==> config.mk <==
export PLATFORM = sky130hd
export DESIGN_NAME = tustin_notch_filter
export DESIGN_NICKNAME = d
export VERILOG_FILES = /design/src/hdl/tnf_pkg.sv /design/src/hdl/tnf_regs.sv /design/src/hdl/tnf_mac.sv /design/src/hdl/tnf_div.sv /design/src/hdl/tustin_notch_filter.sv
export SDC_FILE = /design/constraint.sdc
export NUM_CORES = 2
export LEC_CHECK = 0
export ABC_CLOCK_PERIOD_IN_PS = 15800
export BUFFER_PORTS_ARGS = -buffer_cell sky130_fd_sc_hd__buf_2
export CELL_PAD_IN_SITES_DETAIL_PLACEMENT = 1
export CELL_PAD_IN_SITES_GLOBAL_PLACEMENT = 1
export CORE_MARGIN = 5
export CORE_UTILIZATION = 25
export CTS_CLUSTER_DIAMETER = 80
export DETAILED_ROUTE_END_ITERATION = 10
export PLACE_DENSITY_LB_ADDON = 0.25
export SLEW_MARGIN = 40
export SYNTH_ARGS = -nofsm -noshare
export SYNTH_HDL_FRONTEND = slang
export SYNTH_SLANG_ARGS = --single-unit
==> constraint.sdc <==
create_clock -name clk -period 15.8 [get_ports clk]
set_input_delay 1.58 -clock clk [delete_from_list [all_inputs] [get_ports clk]]
set_output_delay 1.58 -clock clk [all_outputs]
set_load 0.02 [all_outputs]
==> src/hdl/tnf_pkg.sv <==
// Package for the Tustin notch filter: widths, register map, reset values
// and the shared structs. No dependencies; used by every file in hdl/.
package tnf_pkg;

	localparam int SAMPLE_BITS = 10;
	localparam int COEF_W      = 32;
	localparam int OUT_W       = 16;
	localparam int IN_TDATA_W  = ((SAMPLE_BITS + 7) / 8) * 8;
	localparam int OUT_TDATA_W = ((OUT_W + 7) / 8) * 8;
	// signed operand width for a1-a2 and a1+a2
	localparam int OPND_W      = ((SAMPLE_BITS > 15) ? SAMPLE_BITS : 15) + 4;
	localparam int PROD_W      = COEF_W + 1 + OPND_W;
	localparam int ACC_W       = PROD_W + 2;
	// quotient bits kept before saturation to 16 bits
	localparam int QUO_W       = OUT_W + 1;
	localparam int DSH_W       = COEF_W + QUO_W - 1;
	localparam int CNT_W       = $clog2(QUO_W);
	localparam int ADDR_W      = 4;
	localparam int APB_W       = 32;

	localparam logic signed [OUT_W-1:0] OUT_MAX = {1'b0, {(OUT_W-1){1'b1}}};
	localparam logic signed [OUT_W-1:0] OUT_MIN = {1'b1, {(OUT_W-1){1'b0}}};

	localparam logic [COEF_W-1:0] RST_FOUR_F_SQUARED = 32'd177777778;
	localparam logic [COEF_W-1:0] RST_FOUR_F_WN      = 32'd255683754;
	localparam logic [COEF_W-1:0] RST_WN_SQUARED     = 32'd91932444;
	localparam logic [COEF_W-1:0] RST_DIVIDER        = 32'd525393975;

	typedef enum logic [1:0] {
		REG_FOUR_F_SQUARED,
		REG_FOUR_F_WN,
		REG_WN_SQUARED,
		REG_DIVIDER
	} reg_idx_t;

	typedef struct packed {
		logic [COEF_W-1:0] four_f_squared;
		logic [COEF_W-1:0] four_f_wn;
		logic [COEF_W-1:0] wn_squared;
		logic [COEF_W-1:0] divider;
	} cfg_t;

	typedef struct packed {
		logic clr;
		logic mul_en;
		logic acc_en;
	} mac_ctl_t;

endpackage

==> src/hdl/tnf_regs.sv <==
// APB-style register file for the notch filter coefficients and divider.
// Depends on tnf_pkg.
module tnf_regs (
	input  logic                         clk,
	input  logic                         arst_n,
	input  logic                         psel,
	input  logic                         penable,
	input  logic                         pwrite,
	input  logic [tnf_pkg::ADDR_W-1:0]   paddr,
	input  logic [tnf_pkg::APB_W-1:0]    pwdata,
	output logic [tnf_pkg::APB_W-1:0]    prdata,
	output logic                         pready,
	output tnf_pkg::cfg_t                cfg
);

	tnf_pkg::cfg_t    cfg_q;
	tnf_pkg::reg_idx_t idx;
	logic             wr;

	assign pready = 1'b1;
	assign idx    = tnf_pkg::reg_idx_t'(paddr[3:2]);
	assign wr     = psel & penable & pwrite & pready;
	assign cfg    = cfg_q;

	always_ff @(posedge clk or negedge arst_n) begin
		if (!arst_n) begin
			cfg_q.four_f_squared <= tnf_pkg::RST_FOUR_F_SQUARED;
			cfg_q.four_f_wn      <= tnf_pkg::RST_FOUR_F_WN;
			cfg_q.wn_squared     <= tnf_pkg::RST_WN_SQUARED;
			cfg_q.divider        <= tnf_pkg::RST_DIVIDER;
		end else if (wr) begin
			unique case (idx)
				tnf_pkg::REG_FOUR_F_SQUARED: cfg_q.four_f_squared <= pwdata;
				tnf_pkg::REG_FOUR_F_WN:      cfg_q.four_f_wn      <= pwdata;
				tnf_pkg::REG_WN_SQUARED:     cfg_q.wn_squared     <= pwdata;
				tnf_pkg::REG_DIVIDER:        cfg_q.divider        <= pwdata;
			endcase
		end
	end

	always_comb begin
		unique case (idx)
			tnf_pkg::REG_FOUR_F_SQUARED: prdata = cfg_q.four_f_squared;
			tnf_pkg::REG_FOUR_F_WN:      prdata = cfg_q.four_f_wn;
			tnf_pkg::REG_WN_SQUARED:     prdata = cfg_q.wn_squared;
			tnf_pkg::REG_DIVIDER:        prdata = cfg_q.divider;
		endcase
	end

endmodule

==> src/hdl/tnf_mac.sv <==
// Shared multiply-accumulate unit: one registered 33xOPND_W signed product
// per cycle while ctl.mul_en is high, summed into the numerator accumulator. Depends on tnf_pkg.
module tnf_mac (
	input  logic                               clk,
	input  tnf_pkg::mac_ctl_t                  ctl,
	input  logic [tnf_pkg::COEF_W-1:0]         coef,
	input  logic signed [tnf_pkg::OPND_W-1:0]  opnd,
	output logic signed [tnf_pkg::ACC_W-1:0]   acc
);

	logic signed [tnf_pkg::PROD_W-1:0] prod_s1;
	logic signed [tnf_pkg::ACC_W-1:0]  acc_q;

	assign acc = acc_q;

	always_ff @(posedge clk) begin
		if (ctl.mul_en) begin
			prod_s1 <= $signed({1'b0, coef}) * opnd;
		end
		if (ctl.clr) begin
			acc_q <= '0;
		end else if (ctl.acc_en) begin
			acc_q <= acc_q + tnf_pkg::ACC_W'(prod_s1);
		end
	end

endmodule

==> src/hdl/tnf_div.sv <==
// Restoring divider: signed numerator by unsigned divider, truncating toward
// zero, saturated to 16 bits; one quotient bit per cycle. Depends on tnf_pkg.
module tnf_div (
	input  logic                              clk,
	input  logic                              arst_n,
	input  logic                              start,
	input  logic signed [tnf_pkg::ACC_W-1:0]  num,
	input  logic [tnf_pkg::COEF_W-1:0]        div,
	output logic                              done,
	output logic signed [tnf_pkg::OUT_W-1:0]  result
);

	typedef enum logic [2:0] {
		DV_IDLE,
		DV_CHK,
		DV_RUN,
		DV_FIX,
		DV_DONE
	} dv_state_t;

	dv_state_t                         state_q;
	logic                              neg_q;
	logic [tnf_pkg::ACC_W-1:0]         mag_q;
	logic [tnf_pkg::DSH_W-1:0]         dsh_q;
	logic [tnf_pkg::QUO_W-1:0]         quo_q;
	logic [tnf_pkg::CNT_W-1:0]         cnt_q;
	logic signed [tnf_pkg::OUT_W-1:0]  res_q;

	logic [tnf_pkg::ACC_W-1:0] num_u;
	logic [tnf_pkg::ACC_W-1:0] mag_in;
	logic [tnf_pkg::ACC_W-1:0] dsh_ext;
	logic [tnf_pkg::ACC_W-1:0] lim_ext;
	logic                      ge;

	assign num_u   = num;
	assign mag_in  = num_u[tnf_pkg::ACC_W-1] ? (~num_u + tnf_pkg::ACC_W'(1)) : num_u;
	assign dsh_ext = tnf_pkg::ACC_W'(dsh_q);
	assign lim_ext = tnf_pkg::ACC_W'({dsh_q, 1'b0});
	assign ge      = (mag_q >= dsh_ext);
	assign done    = (state_q == DV_DONE);
	assign result  = res_q;

	always_ff @(posedge clk or negedge arst_n) begin
		if (!arst_n) begin
			state_q <= DV_IDLE;
			neg_q   <= 1'b0;
			mag_q   <= '0;
			dsh_q   <= '0;
			quo_q   <= '0;
			cnt_q   <= '0;
			res_q   <= '0;
		end else begin
			unique case (state_q)
				DV_IDLE: begin
					if (start) begin
						neg_q   <= num_u[tnf_pkg::ACC_W-1];
						mag_q   <= mag_in;
						dsh_q   <= {div, {(tnf_pkg::QUO_W-1){1'b0}}};
						quo_q   <= '0;
						state_q <= DV_CHK;
					end
				end
				DV_CHK: begin
					priority if (mag_q == '0) begin
						res_q   <= '0;
						state_q <= DV_DONE;
					end else if (mag_q >= lim_ext) begin
						// quotient beyond 17 bits, or divide by zero
						res_q   <= neg_q ? tnf_pkg::OUT_MIN : tnf_pkg::OUT_MAX;
						state_q <= DV_DONE;
					end else begin
						cnt_q   <= tnf_pkg::CNT_W'(tnf_pkg::QUO_W - 1);
						state_q <= DV_RUN;
					end
				end
				DV_RUN: begin
					if (ge) begin
						mag_q <= mag_q - dsh_ext;
					end
					quo_q <= {quo_q[tnf_pkg::QUO_W-2:0], ge};
					dsh_q <= dsh_q >> 1;
					cnt_q <= cnt_q - tnf_pkg::CNT_W'(1);
					if (cnt_q == '0) begin
						state_q <= DV_FIX;
					end
				end
				DV_FIX: begin
					if (neg_q) begin
						res_q <= (quo_q > {1'b0, tnf_pkg::OUT_MIN})
							? tnf_pkg::OUT_MIN : -$signed(quo_q[tnf_pkg::OUT_W-1:0]);
					end else begin
						res_q <= (quo_q > tnf_pkg::QUO_W'(tnf_pkg::OUT_MAX))
							? tnf_pkg::OUT_MAX : $signed(quo_q[tnf_pkg::OUT_W-1:0]);
					end
					state_q <= DV_DONE;
				end
				DV_DONE: begin
					state_q <= DV_IDLE;
				end
				default: begin
					state_q <= DV_IDLE;
				end
			endcase
		end
	end

endmodule

==> src/hdl/tustin_notch_filter.sv <==
// Tustin notch filter, top level: sequencer, sample/output history, output
// register. Depends on tnf_pkg, tnf_regs, tnf_mac, tnf_div.
// Each accepted item takes multiply-accumulate steps in the shared
// multiplier, a divider check, up to 17 restoring divide steps, a fix-up
// and the output load; the divide steps and fix-up are skipped when the
// quotient saturates or the numerator is zero. s_tready is low while busy.
// Reset (arst_n low, asynchronous): history cleared, registers at defaults.
module tustin_notch_filter (
	input  logic                                 clk,
	input  logic                                 arst_n,
	input  logic                                 s_tvalid,
	output logic                                 s_tready,
	input  logic [tnf_pkg::IN_TDATA_W-1:0]       s_tdata,   // [9:0] sample
	output logic                                 m_tvalid,
	input  logic                                 m_tready,
	output logic [tnf_pkg::OUT_TDATA_W-1:0]      m_tdata,   // [15:0] filtered
	input  logic                                 psel,
	input  logic                                 penable,
	input  logic                                 pwrite,
	input  logic [tnf_pkg::ADDR_W-1:0]           paddr,
	input  logic [tnf_pkg::APB_W-1:0]            pwdata,
	output logic [tnf_pkg::APB_W-1:0]            prdata,
	output logic                                 pready
);

	localparam int SB = tnf_pkg::SAMPLE_BITS;
	localparam int OW = tnf_pkg::OPND_W;

	typedef enum logic [1:0] {
		ST_IDLE,
		ST_MAC,
		ST_DIV,
		ST_OUT
	} state_t;

	state_t                            state_q;
	logic [1:0]                        step_q;
	logic [SB-1:0]                     in_prev_q;
	logic [SB-1:0]                     in_old_q;
	logic signed [tnf_pkg::OUT_W-1:0]  out_prev_q;
	logic signed [tnf_pkg::OUT_W-1:0]  out_old_q;
	logic signed [OW-1:0]              diff_q;
	logic signed [OW-1:0]              sum_q;
	logic signed [tnf_pkg::OUT_W-1:0]  res_q;
	logic signed [tnf_pkg::OUT_W-1:0]  m_tdata_q;
	logic                              m_tvalid_q;

	tnf_pkg::cfg_t                     cfg;
	tnf_pkg::mac_ctl_t                 mac_ctl;
	logic [tnf_pkg::COEF_W-1:0]        coef;
	logic signed [OW-1:0]              opnd;
	logic signed [tnf_pkg::ACC_W-1:0]  acc;
	logic                              div_start;
	logic                              div_done;
	logic signed [tnf_pkg::OUT_W-1:0]  div_res;

	logic                              accept;
	logic                              out_load;
	logic signed [OW-1:0]              u0_x;
	logic signed [OW-1:0]              u1_x;
	logic signed [OW-1:0]              u2_x;
	logic signed [OW-1:0]              y1_x;
	logic signed [OW-1:0]              y2_x;
	logic signed [OW-1:0]              a1;
	logic signed [OW-1:0]              a2;

	tnf_regs u_regs (
		.clk     (clk),
		.arst_n  (arst_n),
		.psel    (psel),
		.penable (penable),
		.pwrite  (pwrite),
		.paddr   (paddr),
		.pwdata  (pwdata),
		.prdata  (prdata),
		.pready  (pready),
		.cfg     (cfg)
	);

	tnf_mac u_mac (
		.clk  (clk),
		.ctl  (mac_ctl),
		.coef (coef),
		.opnd (opnd),
		.acc  (acc)
	);

	tnf_div u_div (
		.clk    (clk),
		.arst_n (arst_n),
		.start  (div_start),
		.num    (acc),
		.div    (cfg.divider),
		.done   (div_done),
		.result (div_res)
	);

	assign s_tready = (state_q == ST_IDLE);
	assign accept   = s_tvalid & s_tready;
	assign out_load = (state_q == ST_OUT) && (!m_tvalid_q || m_tready);
	assign m_tvalid = m_tvalid_q;
	assign m_tdata  = tnf_pkg::OUT_TDATA_W'(m_tdata_q);

	assign u0_x = $signed(OW'(s_tdata[SB-1:0]));
	assign u1_x = $signed(OW'(in_prev_q));
	assign u2_x = $signed(OW'(in_old_q));
	assign y1_x = {{(OW-tnf_pkg::OUT_W){out_prev_q[tnf_pkg::OUT_W-1]}}, out_prev_q};
	assign y2_x = {{(OW-tnf_pkg::OUT_W){out_old_q[tnf_pkg::OUT_W-1]}}, out_old_q};
	assign a1   = u0_x + u2_x - y2_x;
	assign a2   = (u1_x <<< 1) - (y1_x <<< 1);

	assign mac_ctl.clr    = accept;
	assign mac_ctl.mul_en = (state_q == ST_MAC) && (step_q != 2'd3);
	assign mac_ctl.acc_en = (state_q == ST_MAC) && (step_q != 2'd0);
	// accumulator holds the full numerator once the sequencer reaches ST_DIV
	assign div_start      = (state_q == ST_DIV);

	always_comb begin
		unique case (step_q)
			2'd0: begin
				coef = cfg.four_f_squared;
				opnd = diff_q;
			end
			2'd1: begin
				coef = cfg.four_f_wn;
				opnd = y2_x;
			end
			2'd2: begin
				coef = cfg.wn_squared;
				opnd = sum_q;
			end
			2'd3: begin
				coef = cfg.wn_squared;
				opnd = sum_q;
			end
		endcase
	end

	always_ff @(posedge clk or negedge arst_n) begin
		if (!arst_n) begin
			state_q    <= ST_IDLE;
			step_q     <= '0;
			in_prev_q  <= '0;
			in_old_q   <= '0;
			out_prev_q <= '0;
			out_old_q  <= '0;
			diff_q     <= '0;
			sum_q      <= '0;
			res_q      <= '0;
			m_tdata_q  <= '0;
			m_tvalid_q <= 1'b0;
		end else begin
			if (out_load) begin
				m_tvalid_q <= 1'b1;
			end else if (m_tready) begin
				m_tvalid_q <= 1'b0;
			end
			unique case (state_q)
				ST_IDLE: begin
					if (accept) begin
						diff_q    <= a1 - a2;
						sum_q     <= a1 + a2;
						in_old_q  <= in_prev_q;
						in_prev_q <= s_tdata[SB-1:0];
						step_q    <= '0;
						state_q   <= ST_MAC;
					end
				end
				ST_MAC: begin
					step_q <= step_q + 2'd1;
					if (step_q == 2'd3) begin
						state_q <= ST_DIV;
					end
				end
				ST_DIV: begin
					if (div_done) begin
						res_q   <= div_res;
						state_q <= ST_OUT;
					end
				end
				ST_OUT: begin
					if (out_load) begin
						m_tdata_q  <= res_q;
						out_old_q  <= out_prev_q;
						out_prev_q <= res_q;
						state_q    <= ST_IDLE;
					end
				end
			endcase
		end
	end

	a_busy_after_accept: assert property (@(posedge clk) disable iff (!arst_n)
		accept |=> !s_tready)
		else $error("input taken while an item is in flight");

	a_done_in_div: assert property (@(posedge clk) disable iff (!arst_n)
		div_done |-> (state_q == ST_DIV))
		else $error("divider finished outside its wait state");

	a_history_matches_out: assert property (@(posedge clk) disable iff (!arst_n)
		out_load |=> (m_tvalid && (out_prev_q == $signed(m_tdata))))
		else $error("output history differs from presented item");

	a_mac_idle_in_div: assert property (@(posedge clk) disable iff (!arst_n)
		(state_q == ST_DIV) |-> (!mac_ctl.acc_en && !mac_ctl.clr))
		else $error("accumulator disturbed during divide");

endmodule
==> flow_metrics.tcl <==
set metrics [dict create \
    status "finished, final reports clean" \
    portBuffers 100 \
    cp_num_buf_inv 8 \
    cpPeakStageDelay_ps 680 \
    finalSetupViolations 0 \
    core-area_um2 202100 \
    vias_per_cell 4.834 \
    netlist.area_leader.share_pct 20.36 \
    die_w_um 460.5 \
    cts-hold-fix-buffers 0 \
    yosysTopAreaCell "fa_1" \
    arrival_ps 10870 \
    die-area_um2 212100 \
    multi_input_area_um2 35270 \
    hold_violations 0 \
    synth.avg_cell_area_um2 8.999 \
    slew_violations 0 \
    ys_seq_elements 487 \
    clock.fmax_mhz 95.85 \
    die_h_um 460.5 \
    cts.sinks 487 \
    ys_top_cells_by_area "fa_1 20%, dfrtp_1 16%, ha_1 10%" \
    postRouteWirelength_mm 182.4 \
    area_growth_pct 11.68 \
    worstPathRequired_ps 16240 \
    grt_max_degree 136 \
    wl_per_cell_um 21.87 \
    finalNetCount 6600 \
    r2r-start "step_q[0]$_DFFE_PN0P_" \
    drive_gt1_share_pct 11.14 \
    grt_first_pass_wirelength_mm 277.3 \
    rsz0062_at_grt "no" \
    drtPass1Iterations 5 \
    r2r_setup_slack_ps 5370 \
    crit_family "adder cells" \
    synthArstFlopShare_pct 78.23 \
    grt_pass1_vias 43660 \
    ff_latch_area_um2 12260 \
    path_clk_slew_ps 60 \
    setup_tns_ps 0 \
    cp_common_cell "fa_1" \
    route.detailed.drc 0 \
    end_kind "flip-flop" \
    htreeDepth 2 \
    cts_tree "built" \
    netlist_area_um2 50740 \
    layoutNonFillerInstCount 8338 \
    clock_latency_ps 690 \
    dp_hpwl_mm 143.2 \
    hold-path-endpoint "sum_q[5]$_DFFE_PN0P_" \
    vias 40310 \
    start_util_pct 25.10 \
    crit_path_top_delay_cell "o21a_1" \
    rr_worst_depth 32 \
    synthFlopType "dfrtp_1" \
    hp-start "sum_q[5]$_DFFE_PN0P_" \
    worst_pin_slew_ps 853.0 \
    postCtsSetupBuffers 0 \
    n_fill_cell 23310 \
    synth.net_count 6628 \
    grt_util_all_layers_pct 17.10 \
    period_share_pct 66.03 \
    whs_ps 477.2 \
    max-slew-margin-rel_pct 42.75 \
    layout_commonest_cell "nand2_1" \
    min_path_cells 2 \
    timing.rr.end "u_mac.prod_s1[51]$_DFFE_PP_" \
    yosys.cell_types.count 84 \
    final_antenna_net_count 0 \
    routabilityCongestion 0.8529 \
    ios 110 \
    period_needed_ps 10430 \
    start_kind "flip-flop" \
    dp_cells 8217 \
    postSynthCellCount 5638 \
    cts-root-buf "clkbuf_16" \
    mostFrequentLayoutCells "753 x nand2_1, 663 x inv_1, 521 x nor2_1, 516 x fa_1, 413 x ha_1" \
    synth-edff-count 52 \
    antenna_found_initial 6 \
    clk_path_buf_depth 3 \
    synth_warnings 0 \
    drv_cap 0 \
    cts_resized 0 \
    row_count 165 \
    cts_made_buffers 60 \
    hp-class "reg -> reg" \
    drt-initial-drc-count 2095 \
    path_max_fanout 32 \
    crit_type "reg -> reg" \
    finClkSkew_ps 36.64 \
    ys_seq_area_share_pct 24.15 \
    grt-ovfl-total 0 \
]
[Yosys cell counts (14+ instances only)]
library cell  number
a22oi_1           49
nand2b_1          42
clkbuf_1         235
nand4_1           52
o21a_1            83
o41ai_1           14
o22ai_1           15
inv_1            663
a211oi_1          28
or4_1             15
a31oi_1           27
mux2_2           172
fa_1             516
nand3_1           44
o31ai_1           27
edfxtp_1          52
o21bai_1          30
nor3_1            39
and3_1            20
mux2i_1           39
o211ai_1          14
and2_1            18
nand2_1          755
o21ai_0          322
xnor2_1          137
dfstp_2           60
dfrtp_1          321
buf_1             42
o21ai_1           27
xor2_1           105
a22o_1            19
or3_1             30
nor2b_1           34
dfxtp_1           54
ha_1             415
nor4_1            26
nor2_1           525
a21o_1           130
a21oi_1          283
mux4_2            32
[worst max path at each step]
| stage | from | to | depth (start not counted) |
|---|---|---|---|
| 6_report | step_q[0]$_DFFE_PN0P_ | u_mac.prod_s1[51]$_DFFE_PP_ | 32 |
| 5_1_grt | step_q[0]$_DFFE_PN0P_ | u_mac.prod_s1[51]$_DFFE_PP_ | 32 |
| 4_1_cts | step_q[0]$_DFFE_PN0P_ | u_mac.prod_s1[51]$_DFFE_PP_ | 32 |
| 3_5_place_dp | step_q[0]$_DFFE_PN0P_ | u_mac.prod_s1[51]$_DFFE_PP_ | 32 |
| 3_3_place_gp | step_q[0]$_DFFE_PN0P_ | u_mac.prod_s1[51]$_DFFE_PP_ | 32 |
| 2_1_floorplan | step_q[0]$_DFFE_PN0P_ | u_mac.prod_s1[51]$_DFFE_PP_ | 32 |
[area by class of cell]
class / instances / share of cell area [%]
clock inverter: 43 / 0.8016
tap: 2672 / 5.900
antenna: 4 / 0.01767
clock buffer: 71 / 2.815
multi-input combinational: 4210 / 62.24
timing repair buffer: 188 / 2.202
sequential: 487 / 21.63
inverter: 663 / 4.392
[sequential cells by signal (all words and copies together) (netlist names), 17 cells and up]
| signal | flops |
|---|---|
| u_div.quo_q | 17 |
| diff_q | 19 |
| u_div.mag_q | 54 |
| u_div.dsh_q | 48 |
| u_mac.acc | 54 |
| sum_q | 17 |
| u_regs.cfg | 128 |
| u_mac.prod_s1 | 52 |
[stage by stage]
step | utilization [%] | setup WS (ps) | cell area (um2)
CTS | 27.98 | 5291 | 56540
global placement | 26.91 | 5368 | 54380
detailed placement | 26.96 | 5340 | 54490
global route | 28.03 | 4977 | 56660
finish | 28.04 | 5367 | 56660
floorplan | - | 7181 | 50740
[layer usage]
metal | share of wire (%) | track usage [%] | vias up
li1 | - | - | 18750
met1 | 46 | 23.30 | 20780
met2 | 47 | 28.38 | 580
met3 | 3.7 | 1.944 | 204
met4 | 3.5 | 5.383 | 4
met5 | 0.015 | 0 | -
[worst reg2reg max path: cells and delay by family, from the launching register on]
family / cells / cell delay (ps)
adders and majority gates: 9 / 3890
AOI/OAI and AO/OA: 8 / 2560
and+or+nand+nor: 6 / 2060
buffers and inverters: 8 / 1080
DFF: 1 / 450
xor gates and xnor gates: 1 / 130
[logic make-up after synthesis]
| family | after synthesis | synth area share, % |
|---|---|---|
| AO/OA/AOI/OAI | 1146 | 14.10 |
| XOR/XNOR | 242 | 4.177 |
| adder cells (fa/ha/maj) | 931 | 30.59 |
| buffers and inverters | 941 | 6.969 |
| flip-flops | 487 | 24.15 |
| multiplexers | 243 | 6.007 |
| other | 1 | 0.007391 |
| AND/OR/NAND/NOR | 1647 | 14.00 |
Power is not shown: default switching activity piles up to over one toggle a cycle in this logic, so the estimate is an artifact.
